**config.mk**
```make
export PLATFORM = sky130hd
export DESIGN_NAME = table_driven_text_lexer_unit_flat
export DESIGN_NICKNAME = d
export VERILOG_FILES = /design/src/tdl_pkg.sv /design/src/tdl_if.sv /design/src/tdl_ram.sv /design/src/tdl_front.sv /design/src/tdl_core.sv /design/src/tdl_out.sv /design/src/table_driven_text_lexer_unit.sv /design/src/flat_wrapper.sv
export SDC_FILE = /design/constraint.sdc
export NUM_CORES = 1
export LEC_CHECK = 0
export ABC_CLOCK_PERIOD_IN_PS = 5000
export BUFFER_PORTS_ARGS = -buffer_cell sky130_fd_sc_hd__buf_2
export CAP_MARGIN = 25
export CORE_ASPECT_RATIO = 2
export CORE_MARGIN = 2
export CORE_UTILIZATION = 57
export CTS_CLUSTER_DIAMETER = 100
export CTS_CLUSTER_SIZE = 14
export DETAILED_ROUTE_END_ITERATION = 8
export PLACE_DENSITY = 0.87
export SLEW_MARGIN = 10
export SYNTH_ARGS = -nofsm -noshare
export SYNTH_HDL_FRONTEND = slang
export SYNTH_SLANG_ARGS = --single-unit
```
**constraint.sdc**
```tcl
create_clock -name clk -period 5 [get_ports clk]
set_input_delay 0.5 -clock clk [delete_from_list [all_inputs] [get_ports clk]]
set_output_delay 0.5 -clock clk [all_outputs]
set_load 0.02 [all_outputs]
```
**src/tdl_pkg.sv**
```systemverilog
// Shared types and constants of the text lexer: character classes, token
// kinds, lexer states and the record passed from the lexer core to the result stage.
// No dependencies.
package tdl_pkg;

  localparam int TOK_W = 16;
  localparam logic [TOK_W-1:0] LEN_MAX = 16'hFFFF;
  localparam int CLS_W = 4;

  typedef enum logic [2:0] {
    K_NUM   = 3'd0,
    K_WORD  = 3'd1,
    K_SPACE = 3'd2,
    K_PUNCT = 3'd3,
    K_OPER  = 3'd4,
    K_UNM   = 3'd5
  } kind_t;

  // Character classes; each byte falls in exactly one.
  typedef enum logic [CLS_W-1:0] {
    C_DIGIT,   // 0-9
    C_DOT,     // '.'
    C_LETTER,  // A-Z a-z
    C_WSYM,    // '_' '-'
    C_SPACE,   // ' '
    C_PUNCT,   // , ? ! : ; ( )
    C_TAB,     // tab: punctuation, not quotable
    C_OPQ,     // '*' '=': operator and quotable
    C_OPER,    // '<' '>'
    C_QUOTE,   // double or single quote
    C_QSYM,    // + @ # $ % ^ &: quotable only
    C_OTHER
  } char_class_t;

  typedef enum logic [3:0] {
    L_IDLE, L_INT, L_INT_DOT, L_LEAD_DOT, L_FRAC,
    L_WORD, L_SPACE, L_PUNCT, L_OPER, L_QUOTE
  } lex_state_t;

  typedef enum logic [2:0] {
    P_WAIT, P_FETCH, P_EXEC, P_FINAL, P_DONE
  } phase_t;

  typedef struct packed {
    char_class_t cls;
    logic        eot;
  } item_t;

  typedef struct packed {
    logic             emit;
    logic             done;
    kind_t            kind;
    logic [TOK_W-1:0] start;
    logic [TOK_W-1:0] len;
  } emit_t;

  function automatic char_class_t classify(input logic [7:0] c);
    char_class_t r;
    case (c) inside
      ["0":"9"]:                              r = C_DIGIT;
      8'h2E:                                  r = C_DOT;
      ["A":"Z"], ["a":"z"]:                   r = C_LETTER;
      8'h5F, 8'h2D:                           r = C_WSYM;
      8'h20:                                  r = C_SPACE;
      8'h2C, 8'h3F, 8'h21, 8'h3A, 8'h3B,
      8'h28, 8'h29:                           r = C_PUNCT;
      8'h09:                                  r = C_TAB;
      8'h2A, 8'h3D:                           r = C_OPQ;
      8'h3C, 8'h3E:                           r = C_OPER;
      8'h22, 8'h27:                           r = C_QUOTE;
      8'h2B, 8'h40, 8'h23, 8'h24, 8'h25,
      8'h5E, 8'h26:                           r = C_QSYM;
      default:                                r = C_OTHER;
    endcase
    return r;
  endfunction

endpackage

```
**src/tdl_if.sv**
```systemverilog
// Valid/ready channel interfaces for characters in and tokens out.
// No dependencies.
interface tdl_chars_if;
  logic       valid;
  logic       ready;
  logic [7:0] char_code;
  logic       end_of_text;
  modport source (output valid, output char_code, output end_of_text, input ready);
  modport sink   (input valid, input char_code, input end_of_text, output ready);
endinterface

interface tdl_tokens_if;
  logic        valid;
  logic        ready;
  logic [2:0]  token_kind;
  logic [15:0] token_start;
  logic [15:0] token_length;
  logic        last_of_run;
  modport source (output valid, output token_kind, output token_start,
                  output token_length, output last_of_run, input ready);
  modport sink   (input valid, input token_kind, input token_start,
                  input token_length, input last_of_run, output ready);
endinterface

```
**src/tdl_ram.sv**
```systemverilog
// Generic single-port-write, single-port-read RAM with registered read.
// No dependencies.
module tdl_ram #(
  parameter int WIDTH = 4,
  parameter int DEPTH = 32
) (
  input  logic                     clk,
  input  logic                     we,
  input  logic [$clog2(DEPTH)-1:0] waddr,
  input  logic [WIDTH-1:0]         wdata,
  input  logic                     re,
  input  logic [$clog2(DEPTH)-1:0] raddr,
  output logic [WIDTH-1:0]         rdata
);
  logic [WIDTH-1:0] mem [DEPTH];

  always_ff @(posedge clk) begin
    if (we) mem[waddr] <= wdata;
    if (re) rdata <= mem[raddr];
  end
endmodule

```
**src/tdl_front.sv**
```systemverilog
// Front end: accept characters, classify them and hold them in a two-entry queue.
// Depends on tdl_pkg and tdl_if.
module tdl_front (
  input  logic             clk,
  input  logic             rst,
  tdl_chars_if.sink        chars,
  output tdl_pkg::item_t   item,
  output logic             item_valid,
  input  logic             item_pop
);
  tdl_pkg::item_t q [2];
  logic [1:0] count;
  logic push;

  assign chars.ready = (count != 2'd2);
  assign push        = chars.valid && chars.ready;
  assign item        = q[0];
  assign item_valid  = (count != 2'd0);

  always_ff @(posedge clk) begin
    if (rst) begin
      count <= 2'd0;
    end else begin
      count <= count + {1'b0, push} - {1'b0, item_pop};
    end
  end

  // Shift on pop; write the new item behind what remains.
  always_ff @(posedge clk) begin
    if (push && ((count == 2'd0) || (count == 2'd1 && item_pop)))
      q[0] <= '{cls: tdl_pkg::classify(chars.char_code), eot: chars.end_of_text};
    else if (item_pop)
      q[0] <= q[1];
    if (push && count == 2'd1 && !item_pop)
      q[1] <= '{cls: tdl_pkg::classify(chars.char_code), eot: chars.end_of_text};
  end
endmodule

```
**src/tdl_core.sv**
```systemverilog
// Back end: longest-match lexer state machine over classified characters,
// with a class history RAM that replays characters after a failed quote.
// Depends on tdl_pkg and tdl_ram.
module tdl_core #(
  parameter int REPLAY_DEPTH = 32,
  parameter int POS_BITS     = 16
) (
  input  logic           clk,
  input  logic           rst,
  input  tdl_pkg::item_t item,
  input  logic           item_valid,
  output logic           item_pop,
  output tdl_pkg::emit_t em,
  input  logic           out_rdy
);
  localparam int IDX_W = $clog2(REPLAY_DEPTH);
  localparam int CNT_W = $clog2(REPLAY_DEPTH + 1);
  localparam logic [IDX_W-1:0] IDX_LAST = IDX_W'(REPLAY_DEPTH - 1);
  localparam logic [CNT_W-1:0] CNT_FULL = CNT_W'(REPLAY_DEPTH);

  typedef logic [POS_BITS-1:0] pos_t;
  typedef logic [IDX_W-1:0]    idx_t;

  function automatic idx_t idx_inc(input idx_t x);
    return (x == IDX_LAST) ? '0 : x + 1'b1;
  endfunction

  tdl_pkg::phase_t      phase, phase_next;
  tdl_pkg::lex_state_t  mstate, mstate_next;
  tdl_pkg::kind_t       last_kind, last_kind_next;
  tdl_pkg::char_class_t head_cls, head_cls_next, cls;
  pos_t tok_begin, tok_begin_next, cur_pos, cur_pos_next, last_pos, last_pos_next;
  logic [tdl_pkg::TOK_W-1:0] run_len, run_len_next;
  logic [CNT_W-1:0] qcount, qcount_next;
  idx_t qseq, qseq_next, wr_idx, wr_idx_next, rd_idx, rd_idx_next, rd_n;
  logic eot, eot_next, from_ram, from_ram_next;
  logic ram_we, ram_re, consume, rewind;
  logic [tdl_pkg::CLS_W-1:0] ram_q;
  logic [tdl_pkg::TOK_W:0] run_plus2;
  logic [tdl_pkg::TOK_W-1:0] run_inc;

  tdl_ram #(.WIDTH(tdl_pkg::CLS_W), .DEPTH(REPLAY_DEPTH)) u_hist (
    .clk   (clk),
    .we    (ram_we),
    .waddr (wr_idx),
    .wdata (item.cls),
    .re    (ram_re),
    .raddr (rd_idx),
    .rdata (ram_q)
  );

  assign cls       = from_ram ? tdl_pkg::char_class_t'(ram_q) : head_cls;
  assign run_plus2 = {1'b0, run_len} + 17'd2;
  assign run_inc   = (run_len == tdl_pkg::LEN_MAX) ? run_len : run_len + 1'b1;

  always_ff @(posedge clk) begin
    if (rst) begin
      phase     <= tdl_pkg::P_WAIT;
      mstate    <= tdl_pkg::L_IDLE;
      last_kind <= tdl_pkg::K_NUM;
      tok_begin <= '0;
      cur_pos   <= '0;
      last_pos  <= '0;
      run_len   <= '0;
      qcount    <= '0;
      qseq      <= '0;
      wr_idx    <= '0;
      rd_idx    <= '0;
      eot       <= 1'b0;
      from_ram  <= 1'b0;
    end else begin
      phase     <= phase_next;
      mstate    <= mstate_next;
      last_kind <= last_kind_next;
      tok_begin <= tok_begin_next;
      cur_pos   <= cur_pos_next;
      last_pos  <= last_pos_next;
      run_len   <= run_len_next;
      qcount    <= qcount_next;
      qseq      <= qseq_next;
      wr_idx    <= wr_idx_next;
      rd_idx    <= rd_idx_next;
      eot       <= eot_next;
      from_ram  <= from_ram_next;
    end
  end

  always_ff @(posedge clk) begin
    head_cls <= head_cls_next;
  end

  always_comb begin
    phase_next     = phase;
    mstate_next    = mstate;
    last_kind_next = last_kind;
    tok_begin_next = tok_begin;
    cur_pos_next   = cur_pos;
    last_pos_next  = last_pos;
    run_len_next   = run_len;
    qcount_next    = qcount;
    qseq_next      = qseq;
    wr_idx_next    = wr_idx;
    rd_idx_next    = rd_idx;
    eot_next       = eot;
    from_ram_next  = from_ram;
    head_cls_next  = head_cls;
    rd_n           = rd_idx;
    em             = '0;
    item_pop       = 1'b0;
    ram_we         = 1'b0;
    ram_re         = 1'b0;
    consume        = 1'b0;
    rewind         = 1'b0;

    case (phase)
      tdl_pkg::P_WAIT: begin
        if (item_valid) begin
          item_pop      = 1'b1;
          ram_we        = 1'b1;
          wr_idx_next   = idx_inc(wr_idx);
          head_cls_next = item.cls;
          eot_next      = item.eot;
          from_ram_next = 1'b0;
          phase_next    = tdl_pkg::P_EXEC;
        end
      end

      tdl_pkg::P_FETCH: begin
        ram_re        = 1'b1;
        from_ram_next = 1'b1;
        phase_next    = tdl_pkg::P_EXEC;
      end

      tdl_pkg::P_EXEC: begin
        if (out_rdy) begin
          case (mstate)
            tdl_pkg::L_IDLE: begin
              consume        = 1'b1;
              tok_begin_next = cur_pos;
              last_pos_next  = cur_pos;
              run_len_next   = 16'd1;
              case (cls)
                tdl_pkg::C_DIGIT: begin
                  mstate_next = tdl_pkg::L_INT; last_kind_next = tdl_pkg::K_NUM;
                end
                tdl_pkg::C_DOT: begin
                  mstate_next = tdl_pkg::L_LEAD_DOT; last_kind_next = tdl_pkg::K_PUNCT;
                end
                tdl_pkg::C_LETTER, tdl_pkg::C_WSYM: begin
                  mstate_next = tdl_pkg::L_WORD; last_kind_next = tdl_pkg::K_WORD;
                end
                tdl_pkg::C_SPACE: begin
                  mstate_next = tdl_pkg::L_SPACE; last_kind_next = tdl_pkg::K_SPACE;
                end
                tdl_pkg::C_PUNCT, tdl_pkg::C_TAB: begin
                  mstate_next = tdl_pkg::L_PUNCT; last_kind_next = tdl_pkg::K_PUNCT;
                end
                tdl_pkg::C_OPQ, tdl_pkg::C_OPER: begin
                  mstate_next = tdl_pkg::L_OPER; last_kind_next = tdl_pkg::K_OPER;
                end
                tdl_pkg::C_QUOTE: begin
                  // Open a quote; only the begin position matters here.
                  mstate_next    = tdl_pkg::L_QUOTE;
                  last_kind_next = last_kind;
                  last_pos_next  = last_pos;
                  run_len_next   = run_len;
                  qcount_next    = CNT_W'(1);
                  qseq_next      = rd_idx;
                end
                default: begin
                  tok_begin_next = tok_begin;
                  last_pos_next  = last_pos;
                  run_len_next   = run_len;
                  em.emit  = 1'b1;
                  em.kind  = tdl_pkg::K_UNM;
                  em.start = tdl_pkg::TOK_W'(cur_pos);
                  em.len   = 16'd1;
                end
              endcase
            end

            tdl_pkg::L_INT: begin
              if (cls == tdl_pkg::C_DIGIT) begin
                consume = 1'b1; last_pos_next = cur_pos; run_len_next = run_inc;
              end else if (cls == tdl_pkg::C_DOT) begin
                consume = 1'b1; mstate_next = tdl_pkg::L_INT_DOT;
              end else begin
                em.emit = 1'b1; em.kind = last_kind;
                em.start = tdl_pkg::TOK_W'(tok_begin); em.len = run_len;
                mstate_next = tdl_pkg::L_IDLE;
              end
            end

            tdl_pkg::L_INT_DOT: begin
              if (cls == tdl_pkg::C_DIGIT) begin
                consume       = 1'b1;
                run_len_next  = run_plus2[tdl_pkg::TOK_W] ? tdl_pkg::LEN_MAX
                                                          : run_plus2[tdl_pkg::TOK_W-1:0];
                last_pos_next = cur_pos;
                mstate_next   = tdl_pkg::L_FRAC;
              end else begin
                // Digits stand as a number; the dot opens a punctuation run.
                em.emit = 1'b1; em.kind = tdl_pkg::K_NUM;
                em.start = tdl_pkg::TOK_W'(tok_begin); em.len = run_len;
                mstate_next    = tdl_pkg::L_PUNCT;
                last_kind_next = tdl_pkg::K_PUNCT;
                tok_begin_next = cur_pos - 1'b1;
                last_pos_next  = cur_pos - 1'b1;
                run_len_next   = 16'd1;
              end
            end

            tdl_pkg::L_LEAD_DOT: begin
              if (cls == tdl_pkg::C_DIGIT) begin
                consume        = 1'b1;
                mstate_next    = tdl_pkg::L_FRAC;
                last_kind_next = tdl_pkg::K_NUM;
                last_pos_next  = cur_pos;
                run_len_next   = 16'd2;
              end else begin
                mstate_next = tdl_pkg::L_PUNCT;
              end
            end

            tdl_pkg::L_FRAC, tdl_pkg::L_WORD, tdl_pkg::L_SPACE,
            tdl_pkg::L_PUNCT, tdl_pkg::L_OPER: begin
              if ((mstate == tdl_pkg::L_FRAC  && cls == tdl_pkg::C_DIGIT) ||
                  (mstate == tdl_pkg::L_WORD  && (cls == tdl_pkg::C_LETTER ||
                                                  cls == tdl_pkg::C_WSYM)) ||
                  (mstate == tdl_pkg::L_SPACE && cls == tdl_pkg::C_SPACE) ||
                  (mstate == tdl_pkg::L_PUNCT && (cls == tdl_pkg::C_DOT ||
                                                  cls == tdl_pkg::C_PUNCT ||
                                                  cls == tdl_pkg::C_TAB)) ||
                  (mstate == tdl_pkg::L_OPER  && (cls == tdl_pkg::C_OPQ ||
                                                  cls == tdl_pkg::C_OPER))) begin
                consume = 1'b1; last_pos_next = cur_pos; run_len_next = run_inc;
              end else begin
                em.emit = 1'b1; em.kind = last_kind;
                em.start = tdl_pkg::TOK_W'(tok_begin); em.len = run_len;
                mstate_next = tdl_pkg::L_IDLE;
              end
            end

            tdl_pkg::L_QUOTE: begin
              if (cls == tdl_pkg::C_QUOTE) begin
                consume = 1'b1;
                em.emit = 1'b1; em.kind = tdl_pkg::K_WORD;
                em.start = tdl_pkg::TOK_W'(tok_begin + 1'b1);
                em.len = tdl_pkg::TOK_W'(qcount - 1'b1);
                qcount_next = '0;
                mstate_next = tdl_pkg::L_IDLE;
              end else if (cls == tdl_pkg::C_LETTER || cls == tdl_pkg::C_DOT ||
                           cls == tdl_pkg::C_WSYM || cls == tdl_pkg::C_SPACE ||
                           cls == tdl_pkg::C_PUNCT || cls == tdl_pkg::C_OPQ ||
                           cls == tdl_pkg::C_QSYM) begin
                if (qcount + 1'b1 == CNT_FULL) begin
                  // Quote would overrun the buffer: fail it and replay.
                  rewind = 1'b1;
                end else begin
                  consume = 1'b1; qcount_next = qcount + 1'b1;
                end
              end else begin
                rewind = 1'b1;
              end
              if (rewind) begin
                em.emit = 1'b1; em.kind = tdl_pkg::K_UNM;
                em.start = tdl_pkg::TOK_W'(tok_begin); em.len = 16'd1;
                qcount_next = '0;
                mstate_next = tdl_pkg::L_IDLE;
              end
            end

            default: mstate_next = tdl_pkg::L_IDLE;
          endcase

          if (consume) begin
            rd_n         = idx_inc(rd_idx);
            cur_pos_next = cur_pos + 1'b1;
          end
          if (rewind) begin
            rd_n         = idx_inc(qseq);
            cur_pos_next = tok_begin + 1'b1;
          end
          if (consume || rewind) begin
            rd_idx_next = rd_n;
            phase_next  = (rd_n != wr_idx) ? tdl_pkg::P_FETCH :
                          (eot ? tdl_pkg::P_FINAL : tdl_pkg::P_DONE);
          end
        end
      end

      tdl_pkg::P_FINAL: begin
        if (out_rdy) begin
          case (mstate)
            tdl_pkg::L_IDLE: phase_next = tdl_pkg::P_DONE;
            tdl_pkg::L_INT_DOT: begin
              // Number first; the trailing dot closes as a lone punctuation.
              em.emit = 1'b1; em.kind = tdl_pkg::K_NUM;
              em.start = tdl_pkg::TOK_W'(tok_begin); em.len = run_len;
              mstate_next    = tdl_pkg::L_LEAD_DOT;
              tok_begin_next = last_pos + 1'b1;
            end
            tdl_pkg::L_LEAD_DOT: begin
              em.emit = 1'b1; em.kind = tdl_pkg::K_PUNCT;
              em.start = tdl_pkg::TOK_W'(tok_begin); em.len = 16'd1;
              mstate_next = tdl_pkg::L_IDLE;
            end
            tdl_pkg::L_QUOTE: begin
              em.emit = 1'b1; em.kind = tdl_pkg::K_UNM;
              em.start = tdl_pkg::TOK_W'(tok_begin); em.len = 16'd1;
              qcount_next  = '0;
              mstate_next  = tdl_pkg::L_IDLE;
              rd_n         = idx_inc(qseq);
              rd_idx_next  = rd_n;
              cur_pos_next = tok_begin + 1'b1;
              phase_next   = (rd_n != wr_idx) ? tdl_pkg::P_FETCH : tdl_pkg::P_FINAL;
            end
            default: begin
              em.emit = 1'b1; em.kind = last_kind;
              em.start = tdl_pkg::TOK_W'(tok_begin); em.len = run_len;
              mstate_next = tdl_pkg::L_IDLE;
            end
          endcase
        end
      end

      tdl_pkg::P_DONE: begin
        if (out_rdy) begin
          em.done    = 1'b1;
          phase_next = tdl_pkg::P_WAIT;
          if (eot) begin
            cur_pos_next   = '0;
            tok_begin_next = '0;
            last_pos_next  = '0;
            run_len_next   = '0;
          end
        end
      end

      default: phase_next = tdl_pkg::P_WAIT;
    endcase
  end
endmodule

```
**src/tdl_out.sv**
```systemverilog
// Result stage: hold the newest token until the next one or the end of the
// item marks it, then drive it from the output register. Depends on tdl_pkg, tdl_if.
module tdl_out (
  input  logic           clk,
  input  logic           rst,
  input  tdl_pkg::emit_t em,
  output logic           out_rdy,
  tdl_tokens_if.source   tokens
);
  logic pend_v, out_v, out_free, last;
  tdl_pkg::kind_t kind, pend_kind;
  logic [tdl_pkg::TOK_W-1:0] start, len, pend_start, pend_len;

  assign out_free = !out_v || tokens.ready;
  assign out_rdy  = !pend_v || out_free;

  assign tokens.valid        = out_v;
  assign tokens.token_kind   = kind;
  assign tokens.token_start  = start;
  assign tokens.token_length = len;
  assign tokens.last_of_run  = last;

  always_ff @(posedge clk) begin
    if (rst) begin
      pend_v <= 1'b0;
      out_v  <= 1'b0;
    end else begin
      if (out_rdy && pend_v && (em.emit || em.done)) out_v <= 1'b1;
      else if (tokens.ready) out_v <= 1'b0;
      if (out_rdy && em.emit) pend_v <= 1'b1;
      else if (out_rdy && em.done) pend_v <= 1'b0;
    end
  end

  always_ff @(posedge clk) begin
    if (out_rdy && em.emit) begin
      pend_kind  <= em.kind;
      pend_start <= em.start;
      pend_len   <= em.len;
    end
    if (out_rdy && pend_v && (em.emit || em.done)) begin
      kind  <= pend_kind;
      start <= pend_start;
      len   <= pend_len;
      last  <= em.done;
    end
  end
endmodule

```
**src/table_driven_text_lexer_unit.sv**
```systemverilog
// Longest-match text lexer. Characters arrive one per item on the chars
// channel; tokens leave on the tokens channel as kind, start and length, with
// last_of_run set on the final token an item causes. A front queue classifies
// characters and holds two items; the back core takes a new item only when it
// is through with the last one. In the core an item is loaded, stepped and
// closed, and at end of text open tokens are flushed before the close. A
// character that closes a token it does not join is stepped again; a character
// replayed from the class history RAM after a failed quote takes a registered
// read, then a step; tokens open at end of text close one by one (a number
// ending in a dot as the number, then the dot).
// The result stage holds the newest token until the next token or the end of
// the item, so a stalled tokens channel stalls the core. The history RAM holds
// REPLAY_DEPTH classes; quotes longer than that come out unmatched.
// Depends on tdl_pkg, tdl_if, tdl_front, tdl_core, tdl_out.
module table_driven_text_lexer_unit #(
  parameter int REPLAY_DEPTH = 32,
  parameter int POS_BITS     = 16
) (
  input  logic         clk,
  input  logic         rst,
  tdl_chars_if.sink    chars,
  tdl_tokens_if.source tokens
);
  tdl_pkg::item_t item;
  tdl_pkg::emit_t em;
  logic item_valid, item_pop, out_rdy;

  // Accept and classify characters.
  tdl_front u_front (
    .clk, .rst, .chars, .item, .item_valid, .item_pop
  );

  // Step the token machines; replay after a failed quote.
  tdl_core #(.REPLAY_DEPTH(REPLAY_DEPTH), .POS_BITS(POS_BITS)) u_core (
    .clk, .rst, .item, .item_valid, .item_pop, .em, .out_rdy
  );

  // Mark the last token of each item and drive the output.
  tdl_out u_out (
    .clk, .rst, .em, .out_rdy, .tokens
  );
endmodule

```
**src/flat_wrapper.sv**
```systemverilog
// flat-port wrapper written by rule: the top's interface ports become plain ports
module table_driven_text_lexer_unit_flat 
#(
  parameter int REPLAY_DEPTH = 32,
  parameter int POS_BITS     = 16
)
  (clk, rst, chars_valid, chars_char_code, chars_end_of_text, chars_ready, tokens_valid, tokens_token_kind, tokens_token_start, tokens_token_length, tokens_last_of_run, tokens_ready);
  tdl_chars_if chars_i ();
  tdl_tokens_if tokens_i ();
  input  logic clk;
  input  logic rst;
  input wire logic [$bits(chars_i.valid)-1:0] chars_valid;
  input wire logic [$bits(chars_i.char_code)-1:0] chars_char_code;
  input wire logic [$bits(chars_i.end_of_text)-1:0] chars_end_of_text;
  output wire logic [$bits(chars_i.ready)-1:0] chars_ready;
  output wire logic [$bits(tokens_i.valid)-1:0] tokens_valid;
  output wire logic [$bits(tokens_i.token_kind)-1:0] tokens_token_kind;
  output wire logic [$bits(tokens_i.token_start)-1:0] tokens_token_start;
  output wire logic [$bits(tokens_i.token_length)-1:0] tokens_token_length;
  output wire logic [$bits(tokens_i.last_of_run)-1:0] tokens_last_of_run;
  input wire logic [$bits(tokens_i.ready)-1:0] tokens_ready;
  assign chars_i.valid = chars_valid;
  assign chars_i.char_code = chars_char_code;
  assign chars_i.end_of_text = chars_end_of_text;
  assign chars_ready = chars_i.ready;
  assign tokens_valid = tokens_i.valid;
  assign tokens_token_kind = tokens_i.token_kind;
  assign tokens_token_start = tokens_i.token_start;
  assign tokens_token_length = tokens_i.token_length;
  assign tokens_last_of_run = tokens_i.last_of_run;
  assign tokens_i.ready = tokens_ready;
  table_driven_text_lexer_unit #(.REPLAY_DEPTH(REPLAY_DEPTH), .POS_BITS(POS_BITS)) u_core (.clk(clk), .rst(rst), .chars(chars_i), .tokens(tokens_i));
endmodule
```
# Word level (Yosys, flattened, before mapping)
# Memory sizes are Yosys's and may differ from the RTL's. A register that Yosys moved wholly into a read port is not among the register bits.
# Index checks and enable logic that the tools add are counted.
word_totals:
  ff_bits: 176
  latch_bits: 0
  mem_bits_rw: 138
  rom_bits: 0
  output_inout_bits: 38
  wordCells: 375
  mem_count: 2
mem_list:
  columns: ["name", "words", "width", "read_ports", "rd_ports_with_merged_regs", "wr", "line", "source"]
  rows:
  - ["u_core.u_core.u_hist.mem", 32, 4, 1, 1, 1, "tdl_ram.sv:15", "logic [WIDTH-1:0] mem [DEPTH];"]
  - ["u_core.u_front.q", 2, 5, 2, 0, 1, "tdl_front.sv:11", "tdl_pkg::item_t q [2];"]
classes:
  n_addsub: 13
  mul: 0
  div_mod_pow: 0
  order_cmp: 6
  eq_ne: 89
  shifts: 0
  mux: 160
  bitwise_logic: 1
  reduce_logical: 80
ops:
  columns: ["op", "n"]
  rows:
  - ["two-way mux 16 bit", 25]
  - ["two-way mux 35 bit", 7]
  - ["one-hot mux 35 bit (5 select lines)", 1]
  - ["equality test 8 x 6 -> 1 bit, second input constant", 21]
  - ["one-hot mux 35 bit (4 select lines)", 1]
  - ["one-hot mux 16 bit (2 select lines)", 3]
  - ["one-hot mux 16 bit (3 select lines)", 2]
  - ["one-hot mux 16 bit (5 select lines)", 1]
  - ["two-way mux 4 bit", 18]
  - ["one-hot mux 35 bit (2 select lines)", 1]
  - ["two-way mux 5 bit", 13]
  - ["adder 16 x 1 -> 16 bit, second input constant", 4]
  - ["one-hot mux 16 bit (4 select lines)", 1]
  - ["two-way mux 1 bit", 49]
  - ["two-way mux 6 bit", 8]
  - ["!= test 3 bit, second input constant", 12]
  - ["two-way mux 33 bit", 1]
  - ["equality test 4 x 3 -> 1 bit, second input constant", 8]
  - ["two-way mux 32 bit", 1]
  - ["one-hot mux 3 bit (5 select lines)", 2]
  - ["one-hot mux 4 bit (7 select lines)", 1]
  - ["two-way mux 3 bit", 9]
  - ["equality test 8 x 7 -> 1 bit, second input constant", 3]
  - ["one-hot mux 6 bit (2 select lines)", 2]
  - ["other kinds (60)", 155]

# Logic depth before layout (Yosys ltp)
depth:
  word_depth: 24
  depth_mapped: 13
  mapped_depth_nobuf: 11

# By module
# A second synthesis with hierarchy kept.
hier_totals:
  cells_unflattened: 1552
  hier_area_um2: 16530.9
modules_own_cells:
  columns: ["module", "n_inst", "cells_per_inst", "area_per_inst_um2", "seq_area_each_um2"]
  rows:
  - ["tdl_core", 1, 1153, 8246.7, 2062.0]
  - ["tdl_ram", 1, 231, 5178.7, 3963.8]
  - ["tdl_out", 1, 83, 2238.4, 2172.1]
  - ["tdl_front", 1, 85, 867.1, 340.3]

# Worst setup path before layout
# OpenSTA, ideal clock, no wires.
synth_timing:
  path_kind: "register to register"
  start: "register u_core.u_core.mstate[1]"
  end: "register u_core.u_out.last (netlist: u_core.u_out.tokens.last_of_run) (enable)"
  setup_time_ns: 0.395
  arrival_ns: 4.678
  required_ns: 4.605
  slack_ns: -0.073
  stages_incl_launch_ff: 10
  path_cell_list: "dfxtp_1 > buf_2 > nor3_1 > nand2b_1 > buf_4 > nor3_1 > clkbuf_1 > a21oi_1 > a31oi_1 > o21a_1"
synth_between:
  elab_chain_cells: 12
  word_cells_on_any_way: 27
synth_lines:
  columns: ["item", "line", "source"]
  rows:
  - ["from (decl)", "tdl_core.sv:29", "tdl_pkg::lex_state_t mstate, mstate_next;"]
  - ["from (signal assigned)", "tdl_core.sv:59", "mstate <= tdl_pkg::L_IDLE;"]
  - ["from (signal assigned)", "tdl_core.sv:73", "mstate <= mstate_next;"]
  - ["equality test 4 x 3 -> 1 bit (on tied branches)", "tdl_core.sv:136, tdl_core.sv:227, tdl_core.sv:228", null]
  - ["logical AND 1 bit (on tied branches)", "tdl_core.sv:227, tdl_core.sv:228", null]
  - ["logical OR 1 bit", "tdl_core.sv:227", "if ((mstate == tdl_pkg::L_FRAC && cls == tdl_pkg::C_DIGIT) ||"]
  - ["logical OR 1 bit", "tdl_core.sv:229", "cls == tdl_pkg::C_WSYM)) ||"]
  - ["logical OR 1 bit", "tdl_core.sv:230", "(mstate == tdl_pkg::L_SPACE && cls == tdl_pkg::C_SPACE) ||"]
  - ["logical OR 1 bit", "tdl_core.sv:233", "cls == tdl_pkg::C_TAB)) ||"]
  - ["two-way mux 1 bit", "tdl_core.sv:227", null]
  - ["one-hot mux 1 bit (5 select lines)", "tdl_core.sv:136", "case (mstate)"]
  - ["two-way mux 1 bit", "tdl_core.sv:135", "if (out_rdy) begin"]
  - ["one-hot mux 1 bit (2 select lines) (*)", "tdl_core.sv:115", "case (phase)"]
  - ["logical OR 1 bit (*)", "tdl_out.sv:41", "if (out_rdy && pend_v && (em.emit || em.done)) begin"]
  - ["logical AND 1 bit (*)", "tdl_out.sv:41", null]
  - ["to (signal assigned)", "tdl_out.sv:45", "last <= em.done;"]
  - ["to (decl)", "tdl_out.sv:10", "logic pend_v, out_v, out_free, last;"]
# Mark *: on every way between the ends. The rest lies on a longest branch, timed or not.
# A chain may end at the register's enable or synchronous reset.

# Worst setup path in the final report
layout_timing:
  start: "register u_core.u_core.from_ram"
  end: "register u_core.u_out.start, in the netlist u_core.u_out.tokens.token_start[11] (enable)"
layout_between:
  elab_chain_cells: 19
  word_cells_on_any_way: 49
layout_lines:
  columns: ["item", "line", "source"]
  rows:
  - ["from (decl)", "tdl_core.sv:36", "logic eot, eot_next, from_ram, from_ram_next;"]
  - ["from (signal assigned)", "tdl_core.sv:84", "from_ram <= from_ram_next;"]
  - ["two-way mux 4 bit (*)", "tdl_core.sv:52", "assign cls = from_ram ? tdl_pkg::char_class_t'(ram_q) : head_cls;"]
  - ["equality test 4 x 2 -> 1 bit / equality test 4 x 1 -> 1 bit (equally long branches)", null, null]
  - ["logical OR 1 bit (2 in series)", "tdl_core.sv:252", "end else if (cls == tdl_pkg::C_LETTER || cls == tdl_pkg::C_DOT ||"]
  - ["logical OR 1 bit (2 in series)", "tdl_core.sv:253", "cls == tdl_pkg::C_WSYM || cls == tdl_pkg::C_SPACE ||"]
  - ["logical OR 1 bit (2 in series)", "tdl_core.sv:254", "cls == tdl_pkg::C_PUNCT || cls == tdl_pkg::C_OPQ ||"]
  - ["two-way mux 1 bit", "tdl_core.sv:252", null]
  - ["two-way mux 1 bit", "tdl_core.sv:245", "if (cls == tdl_pkg::C_QUOTE) begin"]
  - ["two-way mux 1 bit", "tdl_core.sv:136", null]
  - ["two-way mux 1 bit", "tdl_core.sv:135", null]
  - ["two-way mux 1 bit", "tdl_core.sv:115", null]
  - ["two-way mux 1 bit", "tdl_core.sv:265", "if (rewind) begin"]
  - ["one-hot mux 1 bit (5 select lines) (*)", "tdl_core.sv:136", null]
  - ["two-way mux 1 bit (*)", "tdl_core.sv:135", null]
  - ["one-hot mux 1 bit (2 select lines) (*)", "tdl_core.sv:115", null]
  - ["logical OR 1 bit (*)", "tdl_out.sv:41", null]
  - ["logical AND 1 bit (*)", "tdl_out.sv:41", null]
  - ["to (signal assigned)", "tdl_out.sv:43", "start <= pend_start;"]
  - ["to (decl)", "tdl_out.sv:12", "logic [tdl_pkg::TOK_W-1:0] start, len, pend_start, pend_len;"]
# Mark *: on every way between the ends. The rest lies on a longest branch, timed or not. The select of a mux whose other input is x is not followed.

==> impl_metrics.toml <==
[route]
postRouteAntennaNets = 0
viasPerCell = 6.66
drt-total-wl_um = 45700
firstDrtPassIters = 6
drc = 0
vias = 13000
initialDrtViolationCount = 1261
drt-wirelength-per-cell_um = 23.3

[worst_setup_path]
cp_top_family = "compound AO/OA/AOI/OAI gates"
max_stage_delay_ps = 840
start_kind = "register"
r2r_cells = 9
crit_path_cell_trace = "mux2i_1 > nor2_1 > a21boi_4 > nand3_1 > a21boi_1 > nor3_1 > a31oi_4 > o21a_1 > buf_4"
rr_startpoint = "u_core.u_core.from_ram$_SDFFE_PP0P_"
required_ps = 5190
path_depth = 9
critPathMaxFanout = 36
endpoint = "u_core.u_out.tokens.token_start[11]$_DFFE_PP_"
r2r_setup_slack_ps = 1050
criticalPathCategory = "register to register"
path_buf_inv = 1
crit_arrival_ps = 4150
critPathCaptureType = "register"
slowest_stage = "dfxtp_1"
cp-startpoint = "u_core.u_core.from_ram$_SDFFE_PP0P_"
timing.rr.end = "u_core.u_out.tokens.token_start[11]$_DFFE_PP_"

[timing]
post-route-period-util = 0.791
relSlewSlack = 0.280
setup_viol = 0
grt_setup_unrepaired = "no"
tightest_slew_ps = 1070
period_minus_slack_ps = 3950
worst_clock_skew_ps = 28.7
fmax_ghz = 0.253
hold_viol = 0
final.setup.worst_slack_ps = 1050
drv_slew = 0
final.setup.tns_ps = 0

[clock_tree]
cts_buffers = 26
cts_resized = 0
cts_max_level = 1
root_buffer = "clkbuf_16"
cts_sinks = 318
postCtsHoldBufs = 0
clockBufferDepth = 3
clock_latency_ps = 570
post_cts_buffers = 0
cts_tree = "yes"
path_clk_slew_ps = 80

[grt]
grt_pass1_wl_um = 71100
antenna_found_initial = 0
overflow = 0
grt_use_total = 0.296
first_global_vias = 13000
grt_max_degree = 88

[pwr]
p_leak_uw = 0.00585
vdd_drop_max_uv = 329
total_power_uw = 8660
p_per_area_nw_per_um2 = 486

[die]
die_h_um = 245
die_width_um = 124
ios = 51
die-area_um2 = 30500
rows = 88
start_util = 0.575
core_area_um2 = 28700

[finish]
drive_above_1_share = 0.126
stdcell_area_um2 = 17800
postLayoutCoreUtil = 0.621
antenna_cells = 0
fin_nets = 1609
synthToLayoutAreaGrowth_pct = 7.89

[yosys]
ys_warn_count = 0
synth_ff_type = "edfxtp_1"
syn_area_per_cell_um2 = 10.5
yosys-top-cells-area = "edfxtp_1 39%, dfxtp_1 12%, mux4_2 5.4%, nor2_1 4.2%, nand2_1 3.9%"
ys_async_sr_fraction = 0
ys_ff_latch = 318
ys_seq_area_frac = 0.516
ys_types = 94
netlist_area_um2 = 16500
syn_inst = 1578
synth-edff-count = 217
syn_nets = 1610
ys_top_cells_by_count = "217 x edfxtp_1, 183 x nor2_1, 172 x nand2_1"
synth_top_area_share = 0.394
synth_top_cell_by_area = "edfxtp_1"
synth.most_common_cell = "edfxtp_1"

[min_path]
hp-class = "input port to register"

[status]
outcome = "completed"

[flow_run]
maxCapViolCount = 0

[placement]
place_ws_ps = 1100
placed_area_um2 = 17000
dp_hpwl_um = 32200
place.gp.congestion = 1.04
port_buffers = 50
==> worst min-delay path by stage <==
stage	from	end	slack, ps	cells past startpoint
3_3_place_gp	u_core.u_out.pend_start[10]$_DFFE_PP_	u_core.u_out.tokens.token_start[10]$_DFFE_PP_	400	0
5_1_grt	chars_end_of_text	u_core.u_front.q[0][5]$_DFFE_PP_	130	1
2_1_floorplan	u_core.u_out.pend_kind[0]$_DFFE_PP_	u_core.u_out.tokens.token_kind[0]$_DFFE_PP_	400	0
4_1_cts	chars_end_of_text	u_core.u_front.q[0][5]$_DFFE_PP_	120	1
3_5_place_dp	u_core.u_out.pend_len[13]$_DFFE_PP_	u_core.u_out.tokens.token_length[13]$_DFFE_PP_	400	0
6_report	chars_end_of_text	u_core.u_front.q[0][5]$_DFFE_PP_	130	1
==> registers in the layout (all words and copies together) (netlist names), 16 cells and up <==
| signal | cells |
|---|---|
| u_core.u_out.tokens.token_start | 16 |
| u_core.u_core.last_pos | 16 |
| u_core.u_core.run_len | 16 |
| u_core.u_out.pend_len | 16 |
| u_core.u_core.tok_begin | 16 |
| u_core.u_out.tokens.token_length | 16 |
| u_core.u_core.cur_pos | 16 |
| u_core.u_core.u_hist.mem | 128 |
| u_core.u_out.pend_start | 16 |
==> per-stage QoR <==
| stage | hold slack [ps] | cells |
|---|---|---|
| 6_report | 129 | 1957 |
| 5_1_grt | 127 | 1957 |
| 3_3_place_gp | 401 | 1903 |
| 4_1_cts | 125 | 1952 |
| 3_5_place_dp | 405 | 1904 |
| 2_1_floorplan | 400 | 1578 |
==> layout make-up <==
type / instances / area (um2)
tap: 360 / 450
fill: 2260 / 10900
timing repair buffer: 78 / 498
sequential: 318 / 8540
multi-input combinational: 1125 / 7470
inverter: 28 / 105
clock buffer: 48 / 776
==> kinds of logic after synthesis <==
kind of cell               share of synthesized area
AOI/OAI and AO/OA                              0.140
xor gates and xnor gates                      0.0472
adders and majority gates                     0.0150
buffers and inverters                         0.0331
DFF                                            0.516
muxes                                         0.0762
and+or+nand+nor                                0.172
==> layout by cell type, fill, tap and decap left out, types with 7 or more instances in the layout <==
cell,netlist,routed
xor2_1,41,41
clkbuf_16,0,28
o21ai_0,79,78
mux2_2,11,11
a21oi_1,109,109
a221oi_1,7,7
or3_1,20,20
o32ai_1,9,9
nand2b_1,14,14
and2_1,7,7
mux2i_1,14,14
nor2b_1,10,10
or2_2,8,8
o22ai_1,14,14
edfxtp_1,217,217
o221ai_1,20,20
and3_1,26,26
dfxtp_1,101,100
buf_4,2,23
inv_1,26,26
buf_2,7,49
ha_1,19,19
a211oi_1,10,10
nor2_1,183,183
nor3_1,37,36
nand4_1,20,20
clkbuf_1,81,20
a21o_1,12,12
mux4_2,40,40
xnor2_1,48,48
a22oi_1,11,11
nand2_1,172,172
nor4_1,8,8
a31oi_1,10,9
nand3_1,49,49
==> metal layers <==
metal | global-route usage | up-vias | part of all wire
met3 | 0.0403 | 268 | 0.063
li1 | - | 5850 | -
met1 | 0.299 | 6192 | 0.32
met5 | 0 | - | 0
met4 | 0.235 | 0 | 0.092
met2 | 0.540 | 729 | 0.52
==> report_power, final <==
| part | internal [uW] | leakage (uW) | switching, uW |
|---|---|---|---|
| Combinational | 1080 | 0.00270 | 1970 |
| Sequential | 3290 | 0.00278 | 358 |
| Clock | 1040 | 0.000369 | 920 |
==> worst reg2reg max path, stage by stage, from the launching register on <==
cell and delay (ps):
dfxtp_1 840, mux2i_1 440, nor2_1 180, a21boi_4 230
nand3_1 100, a21boi_1 450, nor3_1 210, a31oi_4 510
o21a_1 210, buf_4 400
Power figures use the tool's default switching activity.
